===== src/design/fvsm_pkg.sv =====
// fvsm_pkg: shared types and constants of the four-voice synth mixer
// used by the arithmetic unit, the top level and the port checker
`default_nettype none

package fvsm_pkg;

   // operation of the shared arithmetic unit
   typedef enum logic {
      ALU_ADD = 1'b0,
      ALU_MUL = 1'b1
   } alu_op_type;

   typedef struct packed {
      alu_op_type op;
      logic       b_signed;   // multiplier operand b taken as signed
   } alu_ctl_type;

   // request kind carried in req_tuser
   localparam logic OP_RENDER = 1'b0;
   localparam logic OP_LOAD   = 1'b1;

   // configuration register indexes
   localparam logic [1:0] CSR_MASTER_GAIN    = 2'd0;
   localparam logic [1:0] CSR_TICK_PERIOD    = 2'd1;
   localparam logic [1:0] CSR_OUTPUT_ENABLED = 2'd2;

   localparam logic [1:0] NOISE_VOICE = 2'd3;
   localparam logic [7:0] SILENCE     = 8'd128;

   localparam logic [8:0]  GAIN_RESET   = 9'd256;
   localparam logic [14:0] PERIOD_RESET = 15'd1250;

endpackage

`default_nettype wire


===== src/design/fvsm_alu.sv =====
// fvsm_alu: shared arithmetic unit of the mixer, a 16-bit adder and a
// 9x10 signed multiplier behind one result port; needs fvsm_pkg
`default_nettype none

module fvsm_alu (
   input  fvsm_pkg::alu_ctl_type ctl,
   input  logic [15:0]           opa,
   input  logic [15:0]           opb,
   output logic [18:0]           result
);
   import fvsm_pkg::*;

   logic signed [8:0]  mul_a;
   logic signed [9:0]  mul_b;
   logic signed [18:0] prod;
   logic [15:0]        sum;

   always_comb begin
      // operand a is an 8-bit signed value, operand b a 9-bit value
      mul_a  = signed'({opa[7], opa[7:0]});
      mul_b  = signed'({ctl.b_signed & opb[8], opb[8:0]});
      prod   = mul_a * mul_b;
      sum    = opa + opb;
      case (ctl.op)
         ALU_ADD: result = {3'b000, sum};
         ALU_MUL: result = prod;
         default: result = {3'b000, sum};
      endcase
   end

endmodule

`default_nettype wire


===== src/design/four_voice_chip_synth_mixer.sv =====
// four_voice_chip_synth_mixer: oscillator state, sequencer and output stage
// of the four-voice mixer; needs fvsm_pkg and fvsm_alu
//
// Usage:
//   req channel: one beat is either a render request (req_tuser = 0) or a
//   voice load (req_tuser = 1). A load updates frequency/seed and volume in
//   the beat's own cycle and gives no result; req_tready stays high.
//   A render gives exactly one rsp beat: the 8-bit sample and the divider
//   tick flag. It runs through the shared adder/multiplier: three phase
//   updates, the triangle product, three mix adds and the gain product;
//   with output disabled a render skips them and gives silence (128) with
//   no tick. req_tready is low while a render is in progress.
//   rsp channel: one output register; a new request is taken while a
//   result waits, and a finished render waits in its last step until
//   the output register is free, so a stalled receiver holds everything.
//   csr channel: always ready; index 0 master gain, 1 tick period,
//   2 output enable, other indexes ignored. Write only while idle.
//   Reset: synchronous; gain 256, period 1250, output enabled, phases,
//   steps and volumes zero, noise register 1, no result pending.
`default_nettype none

module four_voice_chip_synth_mixer (
   input  logic        clock,
   input  logic        reset,
   // request stream
   input  logic        req_tvalid,
   output logic        req_tready,
   input  logic [31:0] req_tdata,   // voice[1:0], freq[17:2], vol[25:18], zero[31:26]
   input  logic        req_tuser,   // op
   // result stream
   output logic        rsp_tvalid,
   input  logic        rsp_tready,
   output logic [7:0]  rsp_tdata,   // sample[7:0]
   output logic        rsp_tuser,   // seq_tick
   // configuration writes
   input  logic        csr_valid,
   output logic        csr_ready,
   input  logic [1:0]  csr_index,
   input  logic [14:0] csr_data
);
   import fvsm_pkg::*;

   typedef enum logic [2:0] {
      ST_IDLE,
      ST_ACC,
      ST_TRI,
      ST_MIX,
      ST_GAIN,
      ST_OUT
   } state_type;

   state_type   state_ff, state_in;
   logic [1:0]  cnt_ff, cnt_in;

   logic [15:0] acc_ff [3];
   logic [15:0] acc_in [3];
   logic [15:0] step_ff [3];
   logic [15:0] step_in [3];
   logic [7:0]  vol_ff [4];
   logic [7:0]  vol_in [4];
   logic [15:0] noise_ff, noise_in;
   logic [14:0] tick_cnt_ff, tick_cnt_in;
   logic [7:0]  mix_ff, mix_in;

   logic [8:0]  gain_ff, gain_in;
   logic [14:0] period_ff, period_in;
   logic        enable_ff, enable_in;

   logic [7:0]  res_sample_ff, res_sample_in;
   logic        res_tick_ff, res_tick_in;
   logic        rsp_valid_ff, rsp_valid_in;
   logic [7:0]  rsp_sample_ff, rsp_sample_in;
   logic        rsp_tick_ff, rsp_tick_in;

   alu_ctl_type alu_ctl;
   logic [15:0] alu_a, alu_b;
   logic [18:0] alu_res;

   logic        req_beat;
   logic [1:0]  req_voice;
   logic [15:0] req_freq;
   logic [7:0]  req_vol;
   logic [7:0]  tri_b, tri_f, tri_t;
   logic [7:0]  part_mag;
   logic        part_neg;
   logic [7:0]  part;
   logic signed [10:0] gain_q;
   logic signed [11:0] gain_s;
   logic [15:0] tick_next;

   fvsm_alu u_alu (
      .ctl    (alu_ctl),
      .opa    (alu_a),
      .opb    (alu_b),
      .result (alu_res)
   );

   assign req_voice  = req_tdata[1:0];
   assign req_freq   = req_tdata[17:2];
   assign req_vol    = req_tdata[25:18];
   assign req_tready = (state_ff == ST_IDLE);
   assign req_beat   = req_tvalid && req_tready;
   assign csr_ready  = 1'b1;
   assign rsp_tvalid = rsp_valid_ff;
   assign rsp_tdata  = rsp_sample_ff;
   assign rsp_tuser  = rsp_tick_ff;

   // operand selection for the shared unit
   always_comb begin
      tri_b = acc_ff[2][15:8];
      tri_f = tri_b[7] ? ~tri_b : tri_b;
      tri_t = {tri_f[6:0], 1'b0} + 8'h80;
      case (cnt_ff)
         2'd0: begin
            part_mag = vol_ff[0];
            part_neg = acc_ff[0][15] & acc_ff[0][14];
         end
         2'd1: begin
            part_mag = vol_ff[1];
            part_neg = acc_ff[1][15];
         end
         default: begin
            part_mag = vol_ff[3];
            part_neg = noise_ff[15];
         end
      endcase
      part = part_neg ? 8'(8'd0 - part_mag) : part_mag;

      alu_ctl = '{op: ALU_ADD, b_signed: 1'b0};
      alu_a   = 16'd0;
      alu_b   = 16'd0;
      case (state_ff)
         ST_ACC: begin
            alu_a = acc_ff[cnt_ff];
            alu_b = step_ff[cnt_ff];
         end
         ST_TRI: begin
            alu_ctl = '{op: ALU_MUL, b_signed: 1'b1};
            alu_a   = {8'd0, tri_t};
            alu_b   = {7'd0, vol_ff[2][7], vol_ff[2]};
         end
         ST_MIX: begin
            alu_a = {8'd0, mix_ff};
            alu_b = {8'd0, part};
         end
         ST_GAIN: begin
            alu_ctl = '{op: ALU_MUL, b_signed: 1'b0};
            alu_a   = {8'd0, mix_ff};
            alu_b   = {7'd0, gain_ff};
         end
         default: ;
      endcase
   end

   always_comb begin
      state_in      = state_ff;
      cnt_in        = cnt_ff;
      acc_in        = acc_ff;
      step_in       = step_ff;
      vol_in        = vol_ff;
      noise_in      = noise_ff;
      tick_cnt_in   = tick_cnt_ff;
      mix_in        = mix_ff;
      gain_in       = gain_ff;
      period_in     = period_ff;
      enable_in     = enable_ff;
      res_sample_in = res_sample_ff;
      res_tick_in   = res_tick_ff;
      rsp_valid_in  = rsp_valid_ff && !rsp_tready;
      rsp_sample_in = rsp_sample_ff;
      rsp_tick_in   = rsp_tick_ff;

      // floor(mix * gain / 256) + 128, saturated
      gain_q    = signed'(alu_res[18:8]);
      gain_s    = 12'(gain_q) + 12'sd128;
      tick_next = {1'b0, tick_cnt_ff} + 16'd1;

      if (csr_valid) begin
         case (csr_index)
            CSR_MASTER_GAIN:    gain_in   = csr_data[8:0];
            CSR_TICK_PERIOD:    period_in = csr_data;
            CSR_OUTPUT_ENABLED: enable_in = csr_data[0];
            default: ;
         endcase
      end

      case (state_ff)
         ST_IDLE: begin
            if (req_beat) begin
               if (req_tuser == OP_LOAD) begin
                  if (req_voice == NOISE_VOICE) begin
                     noise_in = req_freq;
                  end else begin
                     step_in[req_voice] = req_freq;
                  end
                  vol_in[req_voice] = req_vol;
               end else if (enable_ff) begin
                  cnt_in   = 2'd0;
                  state_in = ST_ACC;
               end else begin
                  res_sample_in = SILENCE;
                  res_tick_in   = 1'b0;
                  state_in      = ST_OUT;
               end
            end
         end
         ST_ACC: begin
            acc_in[cnt_ff] = alu_res[15:0];
            if (cnt_ff == 2'd2) begin
               cnt_in   = 2'd0;
               state_in = ST_TRI;
            end else begin
               cnt_in = cnt_ff + 2'd1;
            end
         end
         ST_TRI: begin
            // floor(2*t*vol/256) keeps product bits 14..7
            mix_in   = alu_res[14:7];
            noise_in = {noise_ff[14:0], noise_ff[14] ^ noise_ff[13]};
            state_in = ST_MIX;
         end
         ST_MIX: begin
            mix_in = alu_res[7:0];
            if (cnt_ff == 2'd2) begin
               cnt_in   = 2'd0;
               state_in = ST_GAIN;
            end else begin
               cnt_in = cnt_ff + 2'd1;
            end
         end
         ST_GAIN: begin
            if (gain_s < 12'sd0) begin
               res_sample_in = 8'd0;
            end else if (gain_s > 12'sd255) begin
               res_sample_in = 8'd255;
            end else begin
               res_sample_in = gain_s[7:0];
            end
            if (tick_next >= {1'b0, period_ff}) begin
               tick_cnt_in = 15'd0;
               res_tick_in = 1'b1;
            end else begin
               tick_cnt_in = tick_next[14:0];
               res_tick_in = 1'b0;
            end
            state_in = ST_OUT;
         end
         ST_OUT: begin
            if (!rsp_valid_ff || rsp_tready) begin
               rsp_valid_in  = 1'b1;
               rsp_sample_in = res_sample_ff;
               rsp_tick_in   = res_tick_ff;
               state_in      = ST_IDLE;
            end
         end
         default: state_in = ST_IDLE;
      endcase
   end

   always_ff @(posedge clock) begin
      mix_ff        <= mix_in;
      res_sample_ff <= res_sample_in;
      res_tick_ff   <= res_tick_in;
      rsp_sample_ff <= rsp_sample_in;
      rsp_tick_ff   <= rsp_tick_in;
      if (reset) begin
         state_ff     <= ST_IDLE;
         cnt_ff       <= 2'd0;
         rsp_valid_ff <= 1'b0;
         acc_ff       <= '{default: 16'd0};
         step_ff      <= '{default: 16'd0};
         vol_ff       <= '{default: 8'd0};
         noise_ff     <= 16'd1;
         tick_cnt_ff  <= 15'd0;
         gain_ff      <= GAIN_RESET;
         period_ff    <= PERIOD_RESET;
         enable_ff    <= 1'b1;
      end else begin
         state_ff     <= state_in;
         cnt_ff       <= cnt_in;
         rsp_valid_ff <= rsp_valid_in;
         acc_ff       <= acc_in;
         step_ff      <= step_in;
         vol_ff       <= vol_in;
         noise_ff     <= noise_in;
         tick_cnt_ff  <= tick_cnt_in;
         gain_ff      <= gain_in;
         period_ff    <= period_in;
         enable_ff    <= enable_in;
      end
   end

endmodule

`default_nettype wire


===== config.mk =====
export PLATFORM = sky130hd
export DESIGN_NAME = four_voice_chip_synth_mixer
export DESIGN_NICKNAME = d
export VERILOG_FILES = /design/src/design/fvsm_pkg.sv /design/src/design/fvsm_alu.sv /design/src/design/four_voice_chip_synth_mixer.sv
export SDC_FILE = /design/constraint.sdc
export NUM_CORES = 1
export LEC_CHECK = 0
export BUFFER_PORTS_ARGS = -buffer_cell sky130_fd_sc_hd__clkbuf_2
export CAP_MARGIN = 10
export CORE_MARGIN = 5
export CORE_UTILIZATION = 35
export CTS_BUF_LIST = sky130_fd_sc_hd__clkbuf_4 sky130_fd_sc_hd__clkbuf_8
export CTS_CLUSTER_DIAMETER = 100
export CTS_CLUSTER_SIZE = 20
export DETAILED_ROUTE_END_ITERATION = 8
export GPL_ROUTABILITY_DRIVEN = 0
export GPL_TIMING_DRIVEN = 0
export PLACE_DENSITY = 0.49
export SLEW_MARGIN = 5
export SYNTH_ARGS = -nofsm -noshare
export SYNTH_HDL_FRONTEND = slang
export SYNTH_HIERARCHICAL = 1
export SYNTH_SLANG_ARGS = --single-unit

===== constraint.sdc =====
create_clock -name clock -period 8.8 [get_ports clock]
set_clock_uncertainty 0.1 [all_clocks]
set_input_delay 1.32 -clock clock [delete_from_list [all_inputs] [get_ports clock]]
set_output_delay 1.32 -clock clock [all_outputs]
set_load 0.01 [all_outputs]

==> flow_summary.ini, run 1 <==
[status]
status = completed

[synthesis]
synth_flop_cell = dfxtp_1
synth_edf_count = 26
synth_top_family_by_area = simple AND/OR/NAND/NOR gates
synth_top_area_cell = dfxtp_1
synth-simple-area-share_pct = 20.6
yosys-top-cells-area = dfxtp_1, nand2_1, fa_1
synth_cells = 1723
syn-num-nets = 1913
ys_types = 78
synth_area_um2 = 14200
synthMuxAreaShare_pct = 5.68
ys.warnings.count = 6
yosysSeqAreaShare_pct = 32.3
synthAdderAreaFrac_pct = 15.5
synth_seq_cells = 216
synth_compound_gate_area_share_pct = 15.2
ys_async_sr_fraction_pct = 0
synth_xor_area_share_pct = 4.02
syn_area_per_cell_um2 = 8.23
synth_top_cell_area_share_pct = 26.8

[sta]
post-route-min-period_ps = 8390
fin_tns_setup_ps = 0
hold_viol = 0
setup_ws_ps = 412
tightest_slew_ps = 1100
hold_slack_ps = 335
period_share_pct = 95.3
drv_slew = 0
setup_viol = 0
fmaxAchievable_ghz = 0.119
worst_slew_margin_rel_pct = 26.0

[die]
ios = 67
dieHeight_um = 211
start_util_pct = 35.5
num_rows = 73
core_um2 = 39900
die_area_um2 = 44600
die_w_um = 211

[job]
max_cap_violations = 0

[detailed_routing]
drt_iter0_drc = 720
drc = 0
num_vias = 12044
drt.antenna.violating_nets = 0
drt-pass1-iter-count = 5
wl_per_cell_um = 19.1
routed_wl_um = 44700
vias_per_cell = 5.14

[layout]
stdcell_count = 2344
fin_area_um2 = 15600
fin_util_pct = 39.0
area_growth_pct = 9.83
fin_nets = 2004
diodes = 0
drive_above_1_share_pct = 9.35

[setup_path]
cp_max_fo = 10
critical_path_class = flop to flop
cp.arrival_ps = 8530
reg2reg_depth = 25
end_kind = flop
cp-start-kind = flop
required_ps = 8940
reg2reg_slack_ps = 410

[global_routing]
grt_pass1_wl_um = 69300
grt_pass1_vias = 12081
grt-ovfl-total = 0
grt_antenna_before_repair = 0
grt_usage_pct = 19.7
grt_max_degree = 22

[placement]
io_buffers = 59
place_ws_ps = -419
dpl.cell_count = 2310
dpl.hpwl_um = 34500
placed_area_um2 = 15200

[power]
peakVddDrop_v = 0.000103
power_density_nw_per_um2 = 110
finalPower_mw = 1.72
pwr-share-comb_pct = 10.6
pwr-share-clk_pct = 29.7
power_frac_seq_pct = 59.7
p_leak_nw = 6.21
p_sw_uw = 475
swShare_pct = 27.6
p_int_mw = 1.25

[clock_network]
clkTransAtPathRegs_ps = 130
cts_num_sinks = 216
hold_buffers = 0
cts_buffer_depth = 3
cts_htree_levels = 1
cts_tree = done
clk-insertion-delay-late_ps = 580
numCtsBuffers = 14
cts_root_buf = clkbuf_8

[worst_hold_path]
whs_path_depth = 0
hold_path_class = flop to flop
[layout make-up]
class / instances / area (um^2)
clock inverters: 2 / 13.8
flip-flops and latches: 216 / 4580
repair buffers: 75 / 432
clock buffers: 19 / 230
fillers: 4199 / 24300
well taps: 525 / 657
inverters: 130 / 490
multi-input cells: 1281 / 8710
plain buffers: 96 / 448
[layout by cell type (no fill, tap or decap), types with 8 or more instances in the layout]
| cell | instances |
|---|---|
| buf_4 | 20 |
| o21ai_0 | 34 |
| a21oi_1 | 156 |
| fa_1 | 68 |
| a311oi_1 | 18 |
| edfxtp_1 | 26 |
| nand2_1 | 369 |
| and3_1 | 11 |
| mux2i_1 | 66 |
| buf_2 | 19 |
| xor2_1 | 21 |
| clkbuf_8 | 14 |
| nand2b_1 | 13 |
| clkbuf_2 | 62 |
| a21o_1 | 13 |
| nand3b_1 | 8 |
| nor3_1 | 28 |
| o21a_1 | 15 |
| and2_1 | 43 |
| nand3_1 | 20 |
| a22oi_1 | 20 |
| inv_1 | 127 |
| a31oi_1 | 14 |
| nor2b_1 | 13 |
| xnor2_1 | 44 |
| clkbuf_1 | 57 |
| nor2_1 | 128 |
| ha_1 | 67 |
| dfxtp_1 | 190 |
[power groups by stage]
| stage | sequential (mW) | combinational (mW) | clock, mW |
|---|---|---|---|
| final | 1.03 | 0.182 | 0.511 |
| after global routing | 1.03 | 0.200 | 0.558 |
| after CTS | 1.03 | 0.182 | 0.527 |
| after detailed placement | 1.05 | 0.180 | 0 |
| after global placement | 1.05 | 0.179 | 0 |
| after floorplan | 1.04 | 0.109 | 0 |
[flip-flops by register name, indices dropped and copies added, names as in the netlist, 2 cells and up]
signal	flops
period_ff	15
state_ff	3
gain_ff	9
noise_ff	16
tick_cnt_ff	15
mix_ff	8
step_ff	48
res_sample_ff	8
cnt_ff	2
acc_ff	48
vol_ff	32
rsp_tdata	8
[worst max-delay path, cell delays in order, from the launching register on]
cell	delay, ps
dfxtp_1	580
clkbuf_1	510
buf_1	610
mux2i_1	240
o22ai_1	860
nand2b_1	250
fa_1	430
fa_1	550
inv_1	50
fa_1	530
inv_1	50
fa_1	540
inv_1	50
ha_1	330
o21a_1	160
a211oi_1	250
o21ai_0	160
a21boi_0	230
xor2_1	140
mux2i_4	370
ha_1	250
nand2_1	100
nor3_1	240
o21bai_2	170
o21ai_0	210
nand2_1	80
[kinds of logic (layout without fill, tap and decap cells)]
group / Yosys count / after routing
AOI/OAI and AO/OA: 337 / 337
muxes: 77 / 77
adders and majority gates: 135 / 135
buffers and inverters: 226 / 322
DFF: 216 / 216
and+or+nand+nor: 666 / 666
xor gates and xnor gates: 65 / 65
other: 1 / 1
[cells in the mapped netlist, drive strengths merged (38+ instances only)]
master,number
nor2,128
mux2i,70
fa,68
a21oi,157
xnor2,44
inv,127
o21ai,38
clkbuf,60
nand2,370
dfxtp,190
ha,67
and2,43
[metal layers]
metal	wire [um]	vias to the layer above	GRT usage, %
li1	-	5930	-
met1	20700	5788	27.4
met2	20600	259	32.4
met3	2080	67	2.35
met4	1330	0	5.70
met5	0	-	0
[final timing paths]
| path | from | endpoint |
|---|---|---|
| setup / recovery | state_ff[0] | res_sample_ff[7] |
| hold / removal | res_sample_ff[4] | rsp_tdata[4] |
| setup reg to reg | state_ff[0] | res_sample_ff[7] |
| hold reg to reg | res_sample_ff[4] | rsp_tdata[4] |
[repair_timing]
item,in CTS,in global routing
setup endpoints to repair,8,8
buffers inserted,4,8
pin swaps,2,2
gates resized for setup,6,11
Note: power is estimated with default switching activity, not from simulation.
==> inputs of run 2 (changes only) <==
--- a/config.mk
+++ b/config.mk
@@ -16,6 +16,7 @@
 export GPL_ROUTABILITY_DRIVEN = 0
 export GPL_TIMING_DRIVEN = 0
 export PLACE_DENSITY = 0.49
+export REMOVE_ABC_BUFFERS = 1
 export SLEW_MARGIN = 5
 export SYNTH_ARGS = -nofsm -noshare
 export SYNTH_HDL_FRONTEND = slang
==> flow_summary.ini, run 2 (same netlist as run 1, synthesis figures left out) <==
[status]
status = completed

[placement]
dpl.hpwl_um = 28400
io_buffers = 59
dpl.cell_count = 2224

[layout]
fin_nets = 1920
register_area_um2 = 4600
final_common_cell = nand2_1
reg_top3 = acc_ff: 48 flops, step_ff: 48 flops, vol_ff: 32 flops
area_growth_pct = 8.63
diodes = 0
multiInputGateArea_um2 = 8740
nFillCells = 4154
drive_above_1_share_pct = 9.34
most-common-layout-cells = nand2_1, dfxtp_1, a21oi_1
stdcell_count = 2260

[die]
start_util_pct = 35.5
dieHeight_um = 211
die_w_um = 211
die_area_um2 = 44600
ios = 67
num_rows = 73
core_um2 = 39900

[detailed_routing]
drt-pass1-iter-count = 5
routed_wl_um = 40400
drt_iter0_drc = 891
drc = 0
drt.antenna.violating_nets = 0
num_vias = 11704
vias_per_cell = 5.18
wl_per_cell_um = 17.9

[power]
peakVddDrop_v = 0.000107
finalPower_mw = 1.74
p_leak_nw = 6.05
power_density_nw_per_um2 = 113

[setup_path]
critical_path_class = flop to flop
cp.arrival_ps = 8560
end_kind = flop
cp-start-kind = flop
cp_max_fo = 16
cp_slowest_cell = o21bai_1
max_stage_delay_ps = 590
required_ps = 9120
path_common_cell = fa_1

[global_routing]
grt_antenna_before_repair = 1
grt_pass1_vias = 11103
grt_max_degree = 92
grt_usage_pct = 17.6
grt_pass1_wl_um = 63500
grt-ovfl-total = 0

[clock_network]
clkTransAtPathRegs_ps = 140
cts_num_sinks = 216
clk-insertion-delay-late_ps = 530
numCtsBuffers = 14
cts_buffer_depth = 3
cts_tree = done
cts_htree_levels = 1
cts_root_buf = clkbuf_8
hold_buffers = 0

[sta]
period_share_pct = 93.7
rsz0062_at_grt = false
fmaxAchievable_ghz = 0.121
fin_tns_setup_ps = 0
post-route-min-period_ps = 8240
hold_viol = 0
worst_slew_margin_rel_pct = 20.2
tightest_slew_ps = 1200
drv_slew = 0
setup_viol = 0

[job]
max_cap_violations = 0

[worst_hold_path]
hold_path_class = flop to flop
-- run 2: changes by cell type in the layout (fill, tap and decap cells not counted), sizes merged --
cell	change
clkinvlp	+3
bufinv	+1
inv	-1
buf	-25
clkbuf	-59
clkinv	-3
-- run 2: worst paths after layout --
kind / start / end / slack, ps / depth (start not counted)
max: state_ff[2] / res_sample_ff[7] / 560 / 26
min: res_sample_ff[1] / rsp_tdata[1] / 330 / 0
max reg2reg: state_ff[2] / res_sample_ff[7] / 560 / 26
min reg2reg: res_sample_ff[1] / rsp_tdata[1] / 330 / 0
-- run 2: cell type report --
type | count | area share (%)
Clock buffer | 20 | 1.58
Clock inverter | 1 | 0.195
Inverter | 130 | 3.24
Multi-Input combinational cell | 1281 | 56.7
Sequential cell | 216 | 29.9
Tap cell | 525 | 4.27
Timing Repair Buffer | 86 | 4.09
Timing Repair inverter | 1 | 0.0325
-- run 2: metrics by stage --
stage	utilization (%)	setup slack (ps)	cell area (um^2)	hold WS (ps)
floorplan	-	635	13700	300
global placement	36.8	-2700	14700	304
detailed placement	37.3	-1240	14900	305
CTS	38.2	1.43	15200	334
global route	38.6	90.9	15400	349
finish	38.6	557	15400	332
-- run 2: metal layers --
layer  vias to the layer above  global-route usage (%)  wire length, um
met1                      5617                    26.2            19600
met4                         0                    3.44              749
met5                         -                       0                0
met3                        36                    1.89             1750
li1                       5768                       -                -
met2                       283                    27.8            18300
-- run 2: repair_timing --
| item | CTS | global route |
|---|---|---|
| hold endpoints to repair | 0 | 0 |
| endpoints found under the setup margin | 24 | 8 |
| resized for setup | 15 | 12 |
| gates cloned | 1 | 0 |
| buffers inserted | 5 | 7 |
| pin swaps | 2 | 1 |
-- run 2: critical path: cells and delay by family (launching register included) --
family          cells  cell delay, ps
compound gates      7            1740
xor+xnor            1             310
simple gates        8            2270
buf+inv             4             540
fa+ha+maj           6            2650
flops               1             470
-- run 2: power by group --
group	leakage (nW)	total, mW	internal [mW]	switching [mW]
clock	0.145	0.538	0.210	0.329
sequential	1.77	1.03	1.01	0.0200
combinational	4.13	0.163	0.0560	0.107
total	6.05	1.74	1.28	0.456
==> inputs of run 3 (changes only) <==
--- a/config.mk
+++ b/config.mk
@@ -5,6 +5,7 @@
 export SDC_FILE = /design/constraint.sdc
 export NUM_CORES = 1
 export LEC_CHECK = 0
+export ABC_AREA = 1
 export BUFFER_PORTS_ARGS = -buffer_cell sky130_fd_sc_hd__clkbuf_2
 export CAP_MARGIN = 10
 export CORE_MARGIN = 5
==> constraint.sdc (replaced) <==
create_clock -name clock -period 8.4 [get_ports clock]
set_clock_uncertainty 0.1 [all_clocks]
set_input_delay 1.26 -clock clock [delete_from_list [all_inputs] [get_ports clock]]
set_output_delay 1.26 -clock clock [all_outputs]
set_load 0.01 [all_outputs]
==> flow_summary.ini, run 3 <==
[sta]
fmaxAchievable_ghz = 0.126
tightest_slew_ps = 1240
rsz0062_at_grt = false
fin_tns_setup_ps = 0
setup_viol = 0
period_share_pct = 94.8
hold_viol = 0
post-route-min-period_ps = 7970
worst_slew_margin_rel_pct = 17.0
drv_slew = 0

[global_routing]
grt_usage_pct = 18.1
grt-ovfl-total = 0
grt_pass1_vias = 12118
grt_max_degree = 88
grt_pass1_wl_um = 66000
grt_antenna_before_repair = 0

[detailed_routing]
drt_iter0_drc = 694
vias_per_cell = 4.88
wl_per_cell_um = 16.1
drc = 0
drt.antenna.violating_nets = 0
drt-pass1-iter-count = 5
num_vias = 12427
routed_wl_um = 40900

[power]
pwr-share-comb_pct = 44.8
p_int_mw = 1.90
power_frac_seq_pct = 39.7
swShare_pct = 43.9
pwr-share-clk_pct = 15.6
p_leak_nw = 7.59
peakVddDrop_v = 0.000197
power_density_nw_per_um2 = 220
p_sw_mw = 1.49

[layout]
drive_above_1_share_pct = 9.19
fin_util_pct = 38.0
most-common-layout-cells = nand2_1, inv_1, o21ai_0
final_common_cell = nand2_1
reg_top3 = acc_ff: 48 flops, step_ff: 48 flops, vol_ff: 32 flops
area_growth_pct = 8.06
fin_nets = 2198
diodes = 0

[placement]
dpl.hpwl_um = 29700
io_buffers = 59

[setup_path]
reg2reg_depth = 29
path_common_cell = nand2_1
cp_slowest_cell = fa_1
end_kind = flop
critical_path_class = flop to flop
required_ps = 8590
cp-start-kind = flop
max_stage_delay_ps = 540
reg2reg_to = res_sample_ff[4]
reg2reg_from = state_ff[0]
cp.arrival_ps = 8150
reg2reg_slack_ps = 430
crit_path_start = state_ff[0]
cp_max_fo = 35

[synthesis]
synth_edf_count = 26
synth_cells = 1996
synth_top_area_cell = dfxtp_1
synth_top_cell_area_share_pct = 26.6
synth_flop_cell = dfxtp_1
synth_area_um2 = 14300
ys.warnings.count = 6
ys_types = 52
ys_async_sr_fraction_pct = 0
yosysMostFrequentCell = nand2_1
netlist_top_cells_count = nand2_1, inv_1, o21ai_0
syn_area_per_cell_um2 = 7.15
synth_seq_cells = 216
yosysSeqAreaShare_pct = 32.1
yosys-top-cells-area = dfxtp_1, nand2_1, fa_1

[clock_network]
cts_root_buf = clkbuf_8
clk-insertion-delay-late_ps = 520
clkTransAtPathRegs_ps = 120
numCtsBuffers = 14
hold_buffers = 0
cts_tree = done
cts_buffer_depth = 3
cts_num_sinks = 216
cts_htree_levels = 1

[die]
dieHeight_um = 212
ios = 67
start_util_pct = 35.2
die_area_um2 = 44900
core_um2 = 40600
num_rows = 74
die_w_um = 212

[status]
status = completed

[worst_hold_path]
hold_path_class = flop to flop
hold_end = rsp_tdata[3]
hold_start = res_sample_ff[3]
whs_path_depth = 0

[job]
max_cap_violations = 0
-- run 3: cells by family after synthesis --
group	synth area share, %
buffers and inverters	11.4
other	0.0263
adders and majority gates	15.4
DFF	32.1
muxes	0.140
xor gates and xnor gates	1.47
and+or+nand+nor	23.9
AOI/OAI and AO/OA	15.5
-- run 3: routing by layer --
metal,GRT usage (%),wire (um),vias up
met5,0,0,-
met4,4.91,1170,0
met3,2.00,1460,59
met2,30.3,18600,191
met1,25.1,19600,5805
li1,-,-,6372
-- run 3: power by group through the flow --
stage                     clock [mW]  combinational, mW  sequential [mW]
after CTS                      0.549               1.47             1.34
after detailed placement           0               1.44             1.36
after global placement             0               1.42             1.36
after floorplan                    0              0.984             1.33
after global routing           0.588               1.72             1.37
final                          0.528               1.52             1.34
-- run 3: layout make-up --
type / instances / area [um^2]
Fill cell: 4408 / 25100
Multi-Input combinational cell: 1377 / 8130
Sequential cell: 216 / 4590
Inverter: 317 / 1240
Tap cell: 532 / 666
Timing Repair Buffer: 81 / 541
Clock buffer: 21 / 251
Clock inverter: 1 / 5.00
Timing Repair inverter: 1 / 5.00
-- run 3: worst max-delay path by stage --
stage / endpoint / cells after the start / slack [ps]
6_report: res_sample_ff[4] / 29 / 430
5_1_grt: res_sample_ff[6] / 30 / 0.2
4_1_cts: res_sample_ff[4] / 29 / 7
3_5_place_dp: res_sample_ff[7] / 29 / -1020
3_3_place_gp: res_sample_ff[4] / 30 / -2370
2_1_floorplan: res_sample_ff[7] / 31 / 920
-- run 3: worst max-delay path: cells and delay by family (launching register included) --
kind | cells | cell delay, ps
AO/OA/AOI/OAI | 3 | 740
adder cells (fa/ha/maj) | 6 | 2780
buffers and inverters | 6 | 850
flip-flops | 1 | 470
AND/OR/NAND/NOR | 14 | 2760
-- run 3: what timing repair did --
action,in CTS,in global routing
setup buffers,1,17
endpoints found under the setup margin,22,8
pin swaps,2,5
cloned,2,0
gates resized for setup,13,13
-- run 3: per-stage QoR --
stage / hold WS, ps / cells / power [mW] / setup slack (ps) / area [um^2]
after global routing: 348 / 2546 / 3.67 / 0.169 / 15400
final: 332 / 2546 / 3.39 / 433 / 15400
after detailed placement: 305 / 2504 / 2.80 / -1020 / 14900
after CTS: 335 / 2529 / 3.36 / 7.10 / 15200
after global placement: 304 / 2500 / 2.78 / -2370 / 14800
after floorplan: 300 / 1909 / 2.32 / 921 / 13800
